**config.mk**
```make
export PLATFORM = sky130hd
export DESIGN_NAME = ptsrch_update
export DESIGN_NICKNAME = d
export VERILOG_FILES = /design/src/rtl/ptsrch_pkg.sv /design/src/rtl/ptsrch_update.sv
export SDC_FILE = /design/constraint.sdc
export NUM_CORES = 1
export LEC_CHECK = 0
export CAP_MARGIN = 20
export CORE_MARGIN = 2
export CORE_UTILIZATION = 25
export DETAILED_ROUTE_END_ITERATION = 16
export DONT_BUFFER_PORTS = 1
export PLACE_DENSITY = 0.37
export SLEW_MARGIN = 20
export SYNTH_ARGS = -nofsm -noshare
export SYNTH_HDL_FRONTEND = slang
export SYNTH_SLANG_ARGS = --single-unit
```
**constraint.sdc**
```tcl
create_clock -name vclk -period 9.71
set_input_delay 1.4565 -clock vclk [all_inputs]
set_output_delay 1.4565 -clock vclk [all_outputs]
set_load 0.05 [all_outputs]
```
**src/rtl/ptsrch_pkg.sv**
```systemverilog
// ----------------------------------------------------------------------------
// ptsrch_pkg
// Shared sizes, codes and the per-pixel entry layout of the trim search.
// ----------------------------------------------------------------------------
package ptsrch_pkg;

	localparam int NUM_PIXELS = 131072;
	localparam int TRIM_BITS  = 7;
	localparam int ADDR_W     = (NUM_PIXELS > 1) ? $clog2(NUM_PIXELS) : 1;

	localparam int PIX_W      = 17;
	localparam int OCC_W      = 17;
	localparam int OUT_TRIM_W = 7;
	localparam int RANGE_W    = 7;
	localparam int CFG_IDX_W  = 2;
	localparam int CFG_DATA_W = 17;

	typedef logic [TRIM_BITS-1:0] trim_t;
	typedef logic [OCC_W-1:0]     occ_t;
	typedef logic [ADDR_W-1:0]    addr_t;

	typedef enum logic {
		ACT_START   = 1'b0,
		ACT_MEASURE = 1'b1
	} action_t;

	typedef enum logic [CFG_IDX_W-1:0] {
		CFG_TARGET = 2'd0,
		CFG_RANGE  = 2'd1
	} cfg_idx_t;

	typedef struct packed {
		trim_t low;
		trim_t high;
		trim_t trial;
		trim_t best;
		occ_t  best_occ;
	} entry_t;

	localparam int ENTRY_W = $bits(entry_t);

	typedef struct packed {
		logic   start;
		trim_t  range_top;
		trim_t  init;
		occ_t   occ;
		occ_t   target;
	} upd_ctl_t;

endpackage

```
**src/rtl/ptsrch_update.sv**
```systemverilog
// ----------------------------------------------------------------------------
// ptsrch_update
// Next-state logic for one pixel entry: start load or one search step.
// ----------------------------------------------------------------------------
module ptsrch_update (
	input  ptsrch_pkg::upd_ctl_t ctl,
	input  ptsrch_pkg::entry_t   cur,
	output ptsrch_pkg::entry_t   nxt
);

	ptsrch_pkg::occ_t        d_new;
	ptsrch_pkg::occ_t        d_best;
	logic                    take;
	logic                    below;
	ptsrch_pkg::trim_t       lo;
	ptsrch_pkg::trim_t       hi;
	logic [ptsrch_pkg::TRIM_BITS:0] sum;

	always_comb begin
		d_new  = (ctl.occ >= ctl.target) ? (ctl.occ - ctl.target) : (ctl.target - ctl.occ);
		d_best = (cur.best_occ >= ctl.target) ? (cur.best_occ - ctl.target)
		                                      : (ctl.target - cur.best_occ);
		take   = (d_new <= d_best);
		below  = (ctl.occ < ctl.target);
		lo     = below ? cur.trial : cur.low;
		hi     = below ? cur.high : cur.trial;
		sum    = {1'b0, lo} + {1'b0, hi};

		if (ctl.start) begin
			nxt.low      = '0;
			nxt.high     = ctl.range_top;
			nxt.trial    = ctl.init;
			nxt.best     = '0;
			nxt.best_occ = '0;
		end else begin
			nxt.low      = lo;
			nxt.high     = hi;
			nxt.trial    = sum[ptsrch_pkg::TRIM_BITS:1];
			nxt.best     = take ? cur.trial : cur.best;
			nxt.best_occ = take ? ctl.occ : cur.best_occ;
		end
	end

endmodule

```
==> flow_summary.ini <==
[run_status]
status = complete, no violations

[pwr]
peakVddDrop_uv = 61.1
cellPowerDensity_mw_per_mm2 = 128
p_total_mw = 0.607
p_leak_nw = 2.45

[cells_and_area]
areaGrowthSynthToFinish_pct = 2.26
num-nets-final = 780
most_common_cell_after_layout_fill_and_taps_aside = ha_1
utilization_after_layout_pct = 26.3
seq_cell_count = 0
drive_gt1_share_pct = 9.49
ff_latch_area_um2 = 0
insertedDiodeCount = 0
layout_clock_buffer_count = 0
mostFrequentLayoutCells = ha_1 (89), inv_1 (67), nor2_1 (53)
fillerInstances = 1967

[drt]
ant_nets = 0
vias = 4203
postRouteWirelength_um = 14800
detail_route.wl_per_cell_um = 18.1
drcViolationCount = 0
detail_route.vias_per_cell = 5.13
dr.pass1.iters = 5
drtIter0Drc = 181

[timing]
finalSetupViolations = 0
achievable_frequency_ghz = 0.120
timing.final.crit_period_ns = 8.33
finalCritPeriodShare_pct = 85.8
rsz0062_at_grt = false
final.hold.worst_slack_ns = 3.10
hold_viol_final = 0
max_slew_margin_pct = 34.8
worst_pin_slew_ns = 0.971
final.setup.tns_ns = 0
report.final.slew_viol_count = 0

[clock_tree]
postCtsSetupBuffers = 0
postCtsResizedCells = 0
cts_hold_buf = 0

[hold_path]
hp-class = in -> out
timing.hold.worst.start = ctl[48]
min_to = nxt[21]
min_path_cells = 1

[worst_setup_path]
critPathArrivalTime_ns = 6.88
cp_launch_type = input pin
worst-endpoint-required_ns = 8.25
type_of_element_capturing_the_critical_path = primary output
worstSetupPathType = in -> out
crit_fanout = 18

[logic_synthesis]
synth.net_count = 803
avgSynthCellArea_um2 = 7.56
synth-warning-count = 0
netlist_area_mm2 = 0.00465
synth_sequential_area_ratio_pct = 0
synthesis.instances = 615
ys_types = 63

[global_route]
grt_start_max_net_pins = 42
number_of_antenna_violations_at_the_first_check_in_global_routing = 0
first_global_vias = 4354
grt_pass1_wl_um = 23500
grt_use_total_pct = 14.5
globalRoute.totalOverflow = 0

[die]
start_util_pct = 25.7
die_width_um = 140
core_region_area_mm2 = 0.0181
die_area_mm2 = 0.0197
placement_rows = 49
num_io_pins = 139
fp.dieH_um = 140

[job]
cap_violations = 0

[place]
dp_hpwl_um = 12800
place.gp.congestion = 0.828
portBuffers = 0
==> how the worst max path moves through the flow <==
stage / start / end / slack [ns] / depth (start not counted)
detailed placement: ctl[1] / nxt[18] / 1.37 / 19
global route: ctl[1] / nxt[20] / 1.08 / 20
CTS: ctl[1] / nxt[18] / 1.34 / 19
floorplan: ctl[13] / nxt[10] / 2.06 / 19
finish: ctl[1] / nxt[18] / 1.38 / 19
global placement: ctl[1] / nxt[18] / 1.44 / 20
==> power by group <==
| part | total (mW) | leakage [nW] | switching (mW) | internal (mW) |
|---|---|---|---|---|
| sequential | 0 | 0 | 0 | 0 |
| combinational | 0.607 | 2.45 | 0.393 | 0.214 |
| clock | 0 | 0 | 0 | 0 |
==> worst max-delay path, cell delays in order <==
cell      delay, ns
inv_1          0.19
ha_1           0.37
nor2b_1        0.20
o21ai_2        0.17
a21boi_2       0.10
o22ai_2        0.34
o211a_1        0.73
buf_4          0.31
mux2i_1        0.33
o21ai_0        0.18
a221oi_2       0.26
xnor2_1        0.12
ha_1           0.31
nand4_1        0.15
nand2b_1       0.19
o41ai_2        0.25
buf_4          0.35
mux2i_1        0.13
nor2_1         0.71
==> cells in the mapped netlist (all sizes together), types with 8 or more instances <==
cell | instances | area, um2
xnor2 | 17 | 149
xor2 | 16 | 140
inv | 67 | 251
and3 | 11 | 70.1
nor2 | 54 | 205
and2 | 11 | 68.8
o21ai | 38 | 198
a21oi | 43 | 230
ha | 89 | 1110
mux2 | 27 | 308
nand2 | 31 | 124
a211oi | 8 | 65.1
buf | 23 | 200
a21o | 35 | 264
nand3 | 9 | 45.0
mux2i | 44 | 440
a31oi | 8 | 50.1
nand4 | 8 | 56.3
==> final cells by class <==
type,count,area (um2),share of cell area [%]
Multi-Input combinational cell,518,4180,87.9
Tap cell,229,287,6.02
Inverter,67,251,5.29
Timing Repair Buffer,5,37.5,0.789
==> per-stage QoR <==
stage / setup slack (ns) / cell area (um2) / instances
after detailed placement: 1.37 / 4760 / 819
after floorplan: 2.06 / 4650 / 615
after global routing: 1.08 / 4760 / 819
after CTS: 1.34 / 4760 / 819
final: 1.38 / 4760 / 819
after global placement: 1.44 / 4760 / 819
==> kinds of logic (layout without fill, tap and decap cells) <==
kind of cell               after synthesis  after routing  synth area share [%]
and+or+nand+nor                        151            151                  16.1
xor gates and xnor gates                33             33                  6.21
AOI/OAI and AO/OA                      169            169                  25.2
muxes                                   71             71                  16.1
adders and majority gates               94             94                  26.1
buffers and inverters                   97             72                  10.3
==> routing by layer <==
metal | share of wire [%] | wire [um] | up-vias | GRT usage (%)
met5 | 0 | 0 | - | 0
li1 | - | - | 2130 | -
met2 | 48 | 7080 | 90 | 25.4
met1 | 49 | 7200 | 1975 | 20.3
met3 | 3.0 | 445 | 8 | 0.821
met4 | 0.73 | 108 | 0 | 1.17
Power figures use the tool's default switching activity.
