File: src/rtl/ptsrch_ram.sv
// ----------------------------------------------------------------------------
// ptsrch_ram
// Generic single-write, single-read synchronous RAM with a registered read.
// ----------------------------------------------------------------------------
module ptsrch_ram #(
	parameter int WIDTH = 8,
	parameter int DEPTH = 16
) (
	input  logic                                    clk,
	input  logic                                    we,
	input  logic [((DEPTH > 1) ? $clog2(DEPTH) : 1)-1:0] waddr,
	input  logic [WIDTH-1:0]                        wdata,
	input  logic                                    re,
	input  logic [((DEPTH > 1) ? $clog2(DEPTH) : 1)-1:0] raddr,
	output logic [WIDTH-1:0]                        rdata
);

	logic [WIDTH-1:0] mem [DEPTH];

	always_ff @(posedge clk) begin
		if (we) begin
			mem[waddr] <= wdata;
		end
		if (re) begin
			rdata <= mem[raddr];
		end
	end

endmodule

File: config.mk
export PLATFORM = sky130hd
export DESIGN_NAME = ptsrch_ram
export DESIGN_NICKNAME = d
export VERILOG_FILES = /design/src/rtl/ptsrch_ram.sv
export SDC_FILE = /design/constraint.sdc
export NUM_CORES = 1
export LEC_CHECK = 0
export BUFFER_PORTS_ARGS = -buffer_cell sky130_fd_sc_hd__buf_4
export CORE_ASPECT_RATIO = 1.1
export CORE_MARGIN = 2
export CORE_UTILIZATION = 65
export CTS_CLUSTER_SIZE = 12
export DETAILED_ROUTE_END_ITERATION = 16
export PLACE_DENSITY = 0.86
export SYNTH_ARGS = -nofsm -noshare
export SYNTH_HDL_FRONTEND = slang
export SYNTH_SLANG_ARGS = --single-unit
File: constraint.sdc
create_clock -name clk -period 3.46 [get_ports clk]
set_input_delay 0.865 -clock clk [delete_from_list [all_inputs] [get_ports clk]]
set_output_delay 0.865 -clock clk [all_outputs]
set_load 0.03 [all_outputs]
==> results of run 1 <==
## worst paths after layout
path,cells after the start,endpoint,startpoint
setup reg to reg,3,rdata[6]$_DFFE_PP_,mem[3][6]$_DFFE_PP_
hold / removal,1,rdata[2]$_DFFE_PP_,re
hold reg to reg,3,rdata[6]$_DFFE_PP_,mem[14][6]$_DFFE_PP_
setup / recovery,4,rdata[6]$_DFFE_PP_,raddr[0]
## worst max-delay path, cell delays in order
cell	delay, ps
buf_4	460
mux4_2	580
a22oi_1	350
nand2_1	110
## kinds of logic after synthesis
| group | Yosys count |
|---|---|
| simple gates | 35 |
| buf+inv | 10 |
| compound gates | 16 |
| flops | 136 |
| mux | 32 |
## power by group
group | internal, µW | switching [µW] | total, µW | leakage (µW)
Sequential | 1860 | 12.6 | 1870 | 0.00124
Clock | 1170 | 664 | 1840 | 0.000290
Combinational | 76.3 | 111 | 187 | 0.000543
## state kept, by name, indices dropped and copies added (netlist names)
signal,cells
mem,128
rdata,8
## cells in the mapped netlist
cell | number | area, µm²
a22oi_1 | 16 | 120.1
and2_1 | 1 | 6.260
and2b_1 | 1 | 7.510
buf_2 | 3 | 15.01
buf_4 | 1 | 7.510
buf_6 | 3 | 33.78
clkdlybuf4s25_2 | 3 | 30.03
edfxtp_1 | 136 | 4084
mux4_1 | 14 | 367.9
mux4_2 | 18 | 405.4
nand2_1 | 9 | 33.78
nand2b_1 | 2 | 12.51
nand3_1 | 1 | 5.000
nand3b_1 | 2 | 15.01
nor2_1 | 13 | 48.80
nor2b_1 | 1 | 6.260
nor3_1 | 4 | 20.02
or3b_2 | 1 | 8.760
## stage by stage
step                      utilization [%]  setup WS [ps]  cell area [µm²]  std cells
final                               78.17           1344             6152        394
after global routing                78.17           1301             6152        394
after CTS                           78.17           1360             6152        394
after detailed placement            70.38          859.9             5539        362
after global placement              70.38          860.4             5539        362
after floorplan                         -           1102             5228        229
## metal layers
layer | global-route usage, % | up-vias
met3 | 7.101 | 30
met4 | 12.28 | 0
met2 | 41.48 | 163
met1 | 38.06 | 1298
met5 | 0 | -
li1 | - | 1069
## final cells by class
| type | instances | area share, % |
|---|---|---|
| flip-flops and latches | 136 | 66.38 |
| multi-input cells | 83 | 17.19 |
| clock buffers | 18 | 6.793 |
| repair buffers | 35 | 4.271 |
| clock inverters | 14 | 3.173 |
| well taps | 108 | 2.196 |
==> metrics.txt, run 1 <==
Reg area roughly 4000 µm²; multiplexer area fraction after synthesis between 10% and 20%; LEAKAGE 0.002069 µW; Synth-to-Final Area Change 17.69%; Synth Area in XOR/XNOR 0%; synthesized instance count 229; Post-Syn Nets 248; die area between 8000 and 9000 µm²; Die W about 90 µm; Post-CTS Setup Inserts 0; Yosys cell types 18; WL per Instance approximately 27 µm; IR drop worst, VDD slightly below 0.6 mV; Post-DP HPWL 5871 µm; Port Buffers 26; fin. max-slew vios 0; CTS sink cnt ~140; WP data arrival 2380 ps; worst rel slew slack about 34%; CP Capture Type flop; clk slew on worst S/H paths roughly 60 ps; drt drc 0; final-report hold violation count 0; worst-skew pair later-pin latency roughly 520 ps; area of the multi-input gates ~1100 µm²; Boundary Pins 27; Adder-Cell Fraction of Synth Area 0%; Detailed Route WL 10,770 µm; most common cell after layout, fill and taps aside edfxtp_1; GP Congestion 0.8048; CTS resizes 0; initial antenna violation count 0; yosys warns 0; global-route wire length before repair around 16,000 µm; cts-stage hold buffer count 0; critical path type in -> reg; crit path time final around 2100 ps; met3 wire len between 900 and 1000 µm; # nets final between 200 and 300; final cycle utilization of the critical path approximately 61%; Mean Syn Cell Area ~23 µm²; worst slew pin tran around 1000 ps; Seq/Total Area, Yosys 78.12%; mapped cell area about 5200 µm²; Max Clock Freq 472.5 MHz; Worst Hold Class in -> reg; crit path max fanout 32; Root Driver clkbuf_8; DR vias 2,560; RSZ-0062 raised after global routing false; Synth Register Bits 136; Iteration-0 DRC Markers 240; internal reg-to-reg setup slack ~1900 ps; vias in the first global route 2,535; H-tree depth 4; grt ovf 0; largest net degree at the start of global routing 33; Cell Pwr Density between 600 and 700 nW/µm²; commonest cells after routing, fill and taps aside edfxtp_1, buf_4, mux4_2; Vias/cell approximately 6.5; Post-Route Hold Slack about 640 ps; largest family of logic cells by synthesized area multiplexers; setup TNS 0 ps; WL met2 roughly 5400 µm; Final Power slightly below 4000 µW; final setup skew just under 10 ps; fillcell total 392; DRT met1 WL a little over 4000 µm; startpoint types input port; DRT Pass-1 Iters 5; Post-Synth Simple-Gate Area 3.135%; required time of the critical path between 3000 and 4000 ps; # setup viols final 0; ANT cells 0; CTS Buffer Depth 2; share of post-route cells with drive strength above 1 between 20% and 30%; compound-gate portion of the synthesized area 2.298%; Initial Utilization 66.42%; status finished, final reports clean; TritonCTS clock tree yes; core box area a little under 8000 µm²; CTS Buf Count 17; total track usage between 20% and 30%; Die H roughly 98 µm; post-detailed-route count of antenna-violating nets 0; max cap viols 0; Site Rows 34; top sig layer met4
No activity file was read; power rests on OpenSTA's default activity.
==> run 2: changes to the inputs <==
- ABC_AREA: unset -> 1
- CORE_UTILIZATION: 65 -> 61
- PLACE_DENSITY: 0.86 -> 0.81
- clock period: 3.46 -> 2.05 ns (I/O delays scaled with it)
==> metrics.txt, run 2 <==
H-tree depth 4; grt ovf 0; LEAKAGE 0.003003 µW; die area between 10,000 and 15,000 µm²; Post-synth ARST share 0%; Synth-to-Final Area Change 17.76%; top post-synthesis cells by area edfxtp_1, nand2_1, nand3_1; fin cells 726; CP Capture Type primary output; ANT cells 0; final-report hold violation count 0; max reg flops between 100 and 150; most frequent cells after synthesis nand2_1, edfxtp_1, inv_1, nand3_1, nor2_1; ys flop type edfxtp_1; Die H around 110 µm; CTS resizes 0; core box area 9351 µm²; largest net degree at the start of global routing 45; DR vias slightly above 4,000; Worst Hold Class in -> reg; max cap viols 0; Die W between 90 and 100 µm; initial antenna violation count 0; DP Cell Count 694; RSZ-0062 raised after global routing false; Seq/Total Area, Yosys a little over two thirds; most common cell after layout, fill and taps aside nand2_1; commonest cells after routing, fill and taps aside nand2_1, edfxtp_1, inv_1; Vias/cell between 5 and 6; Cell Pwr Density around 1000 nW/µm²; WP data arrival ~1100 ps; IR drop worst, VDD 0.6781 mV; startpoint types flop; fillcell total 569; worst slew pin tran around 460 ps; Initial Utilization a little over three fifths; worst rel slew slack around 70%; fin. max-slew vios 0; status finished, final reports clean; clk slew on worst S/H paths about 60 ps; share of post-route cells with drive strength above 1 13.46%; design area between 6000 and 7000 µm²; worst-skew pair later-pin latency around 530 ps; CTS sink cnt ~140; DRT Pass-1 Iters 6; GP Congestion about 0.84; Most Crowded Layer GR met2; TritonCTS clock tree yes; WP buf/inv 1; worst-path cell chain buf_4; most common cell in the netlist nand2_1; final cycle utilization of the critical path about four fifths; crit path max fanout 1; M1 GR Usage 35.55%; CTS Buffer Depth 2; critical path type reg -> out; cts-stage hold buffer count 0; vias in the first global route between 3,000 and 4,000; Yosys cell types 11; met3 Usage GRT under 10%; Detailed Route WL between 10,000 and 15,000 µm; EDFF count, synth between 100 and 150; global-route wire length before repair 21,160 µm; Synth Register Bits about 140; Site Rows 37; Post-DP HPWL roughly 7900 µm; Post-Syn Nets 570; Iteration-0 DRC Markers about 610; Root Driver clkbuf_8; CTS Buf Count 17; top-area cell type share of the netlist area approximately 70%; synthesized instance count about 550; yosys warns 0; total track usage 27.84%; post-synth top area cell edfxtp_1; post-route core utilization between 70% and 80%; crit path time final about 1600 ps; post-detailed-route count of antenna-violating nets 0; Reg area a little over 4000 µm²; Slowest-stage cell, CP edfxtp_1; area of the multi-input gates between 1000 and 1500 µm²; # setup viols final 0; Largest Register mem; Cell Area, Placed 6240 µm²; required time of the critical path approximately 1500 ps; drt drc 0; Max Clock Freq roughly 610 MHz; # nets final slightly above 600; CP max stage delay 400 ps; WL per Instance 18.59 µm; met2 GRT Util about 45%; Boundary Pins 27; Largest regs mem (128), rdata (8); final setup skew about 6.4 ps; cell family with most CP delay flip-flops; Post-CTS Setup Inserts 0; setup TNS 0 ps; Port Buffers 26; Mean Syn Cell Area between 10 and 15 µm²; mapped cell area 5847 µm²
run 2: cell types whose count changed after synthesis, sizes merged, moves of 2 or more:
cell,change
nand2,+164
clkdlybuf4s25,-3
inv,+102
nand3,+96
mux4,-32
nor3,-4
a22oi,-16
nor2,+4
buf,+17
nand2b,-2
run 2: path summary, 6_finish.rpt:
path                        start                  to  slack, ps  depth (start not counted)
max            rdata[6]$_DFFE_PP_            rdata[6]        420                          1
min                            re  rdata[3]$_DFFE_PP_        280                          1
max reg2reg   mem[8][3]$_DFFE_PP_  rdata[3]$_DFFE_PP_        880                          6
min reg2reg  mem[13][2]$_DFFE_PP_  rdata[2]$_DFFE_PP_        780                          6
run 2: metrics by stage:
stage / hold WS [ps] / total power [µW] / worst slack, ps
finish: 283.9 / 6884 / 420.3
global route: 267.1 / 7066 / 368.3
CTS: 273.2 / 6901 / 388.6
detailed placement: 747.9 / 3627 / 289.6
global placement: 707.0 / 3614 / 316.7
floorplan: 611.4 / 3452 / 586.7
run 2: power breakdown:
part	switching (µW)	internal (µW)
Combinational	297	135
Clock	1100	2200
Sequential	18.4	3130
run 2: cells by family after synthesis:
logic type             after synthesis  share of synthesized area (%)
buffers and inverters              126                          9.394
and+or+nand+nor                    289                          20.76
DFF                                136                          69.85
run 2: per-layer routing:
layer  up-vias  routed length [µm]  part of all wire (%)
met1      1922                4947                    37
li1       1874                   -                     -
met2       289                6654                    49
met4         0                 589                   4.4
met5         -                   0                     0
met3        52                1304                   9.7
run 2: cell type report:
class,instances,share of cell area [%]
Clock buffer,17,6.015
Clock inverter,15,3.362
Inverter,102,5.561
Multi-Input combinational cell,289,17.63
Sequential cell,136,59.31
Tap cell,117,2.126
Timing Repair Buffer,50,5.997
==> run 3: changes to the inputs <==
- CORE_UTILIZATION: 61 -> 55
- PLACE_DENSITY: 0.81 -> 0.77
- clock period: 2.05 -> 1.48 ns (I/O delays scaled with it)
==> metrics.txt, run 3 (synthesis results as in run 2) <==
Initial Utilization 56.25%; Post-Route Hold Slack around 250 ps; Detailed Route WL 13,220 µm; CP Capture Type primary output; # setup viols final 0; max cap viols 0; Post-CTS Setup Inserts 0; crit path time final 1359 ps; Int Pwr 6961 µW; most common cell after layout, fill and taps aside nand2_1; CTS Buf Count 17; cts-stage hold buffer count 0; Site Rows 39; Iteration-0 DRC Markers ~340; initial antenna violation count 0; post-route core utilization approximately 66%; Max Clock Freq around 740 MHz; Boundary Pins 27; Port Buffers 26; vias in the first global route around 3,800; dpl ws -151.5 ps; final setup skew 4.553 ps; core box area around 10,000 µm²; crit path max fanout 1; final worst-path setup slack 121.4 ps; reg2reg start mem[1][7]$_DFFE_PP_; total track usage between 20 and 25%; Synth-to-Final Area Change 16.76%; combinational share of power under 10%; worst-skew pair later-pin latency just over 400 ps; Slowest-stage cell, CP edfxtp_1; Cell Pwr Density between 1000 and 1500 nW/µm²; worst-path cell chain buf_4; P_sw 1903 µW; CTS sink cnt around 140; WL per Instance 17.63 µm; switching part of the total power a little over a fifth; final-report hold violation count 0; Critical path origin rdata[6]$_DFFE_PP_; R2R Path End rdata[7]$_DFFE_PP_; CTS resizes 0; CP max stage delay approximately 390 ps; status finished, final reports clean; fin. max-slew vios 0; final cycle utilization of the critical path 91.79%; clk slew on worst S/H paths 50 ps; Largest regs mem (128), rdata (8); critical path type reg -> out; max reg flops ~130; CP endpoint rdata[6]; share of post-route cells with drive strength above 1 between 10% and 20%; Seq pwr share between 40% and 50%; Reg2Reg Depth 6; worst slew pin tran between 600 and 700 ps; Worst Hold Class in -> reg; required time of the critical path 1110 ps; die area between 10,000 and 15,000 µm²; WP data arrival between 900 and 1000 ps; largest net degree at the start of global routing 65; Largest Register mem; startpoint types flop; worst rel slew slack around 58%; Post-DP HPWL a little over 8000 µm; LEAKAGE just under 0.003 µW; IR drop worst, VDD 0.9005 mV; global-route wire length before repair just over 20,000 µm; DR vias 3,912; Die H between 100 and 150 µm; # nets final around 620; DRT Pass-1 Iters 5; internal reg-to-reg setup slack around 300 ps; Clock power frac approximately 44%; WP buf/inv 1; TritonCTS clock tree yes; Root Driver clkbuf_16; Critical Path Stages 1; Vias/cell 5.216; commonest cells after routing, fill and taps aside nand2_1, edfxtp_1, inv_1; GP Congestion 0.8252; post-detailed-route count of antenna-violating nets 0; CTS Buffer Depth 2; ANT cells 0; Die W 102.3 µm; drt drc 0; RSZ-0062 raised after global routing false; grt ovf 0; cell family with most CP delay flip-flops; H-tree depth 4
## run 3: through the flow
stage | setup TNS, ps | total power (µW) | cell area, µm² | std cells
6_report | 0 | 8865 | 6827 | 750
3_3_place_gp | -557.8 | 5023 | 6285 | 720
5_1_grt | 0 | 9124 | 6827 | 750
4_1_cts | 0 | 8897 | 6827 | 750
3_5_place_dp | -852.6 | 5042 | 6285 | 720
2_1_floorplan | 0 | 4781 | 5847 | 551
## run 3: how the worst min path moves through the flow
stage                     startpoint                  end  slack (ps)  depth (start not counted)
after floorplan             wdata[0]  mem[0][0]$_DFFE_PP_         470                          0
after detailed placement          re   rdata[1]$_DFFE_PP_         670                          1
after CTS                         re   rdata[7]$_DFFE_PP_         240                          1
after global routing              re   rdata[4]$_DFFE_PP_         250                          1
after global placement            re   rdata[1]$_DFFE_PP_         660                          1
final                             re   rdata[7]$_DFFE_PP_         250                          1
## run 3: final cells by class
| type | instances | area (µm²) |
|---|---|---|
| Clock buffer | 19 | 432.9 |
| Tap cell | 143 | 178.9 |
| Timing Repair Buffer | 50 | 425.4 |
| Sequential cell | 136 | 4084 |
| Fill cell | 776 | 3567 |
| Clock inverter | 11 | 108.9 |
| Multi-Input combinational cell | 289 | 1214 |
| Inverter | 102 | 382.9 |
## run 3: metal layers
layer  track usage [%]  vias to the layer above  routed length (µm)
li1                  -                     1870                   -
met1             31.62                     1845                5329
met2             41.05                      177                6753
met3             6.164                       20                 894
met4             7.556                        0                 244
met5                 0                        -                   0
## run 3: power by group through the flow
stage	clock (µW)	sequential [µW]	combinational (µW)
finish	3900	4370	600
global route	4100	4370	653
CTS	3930	4370	600
detailed placement	0	4450	596
global placement	0	4440	581
floorplan	0	4480	304
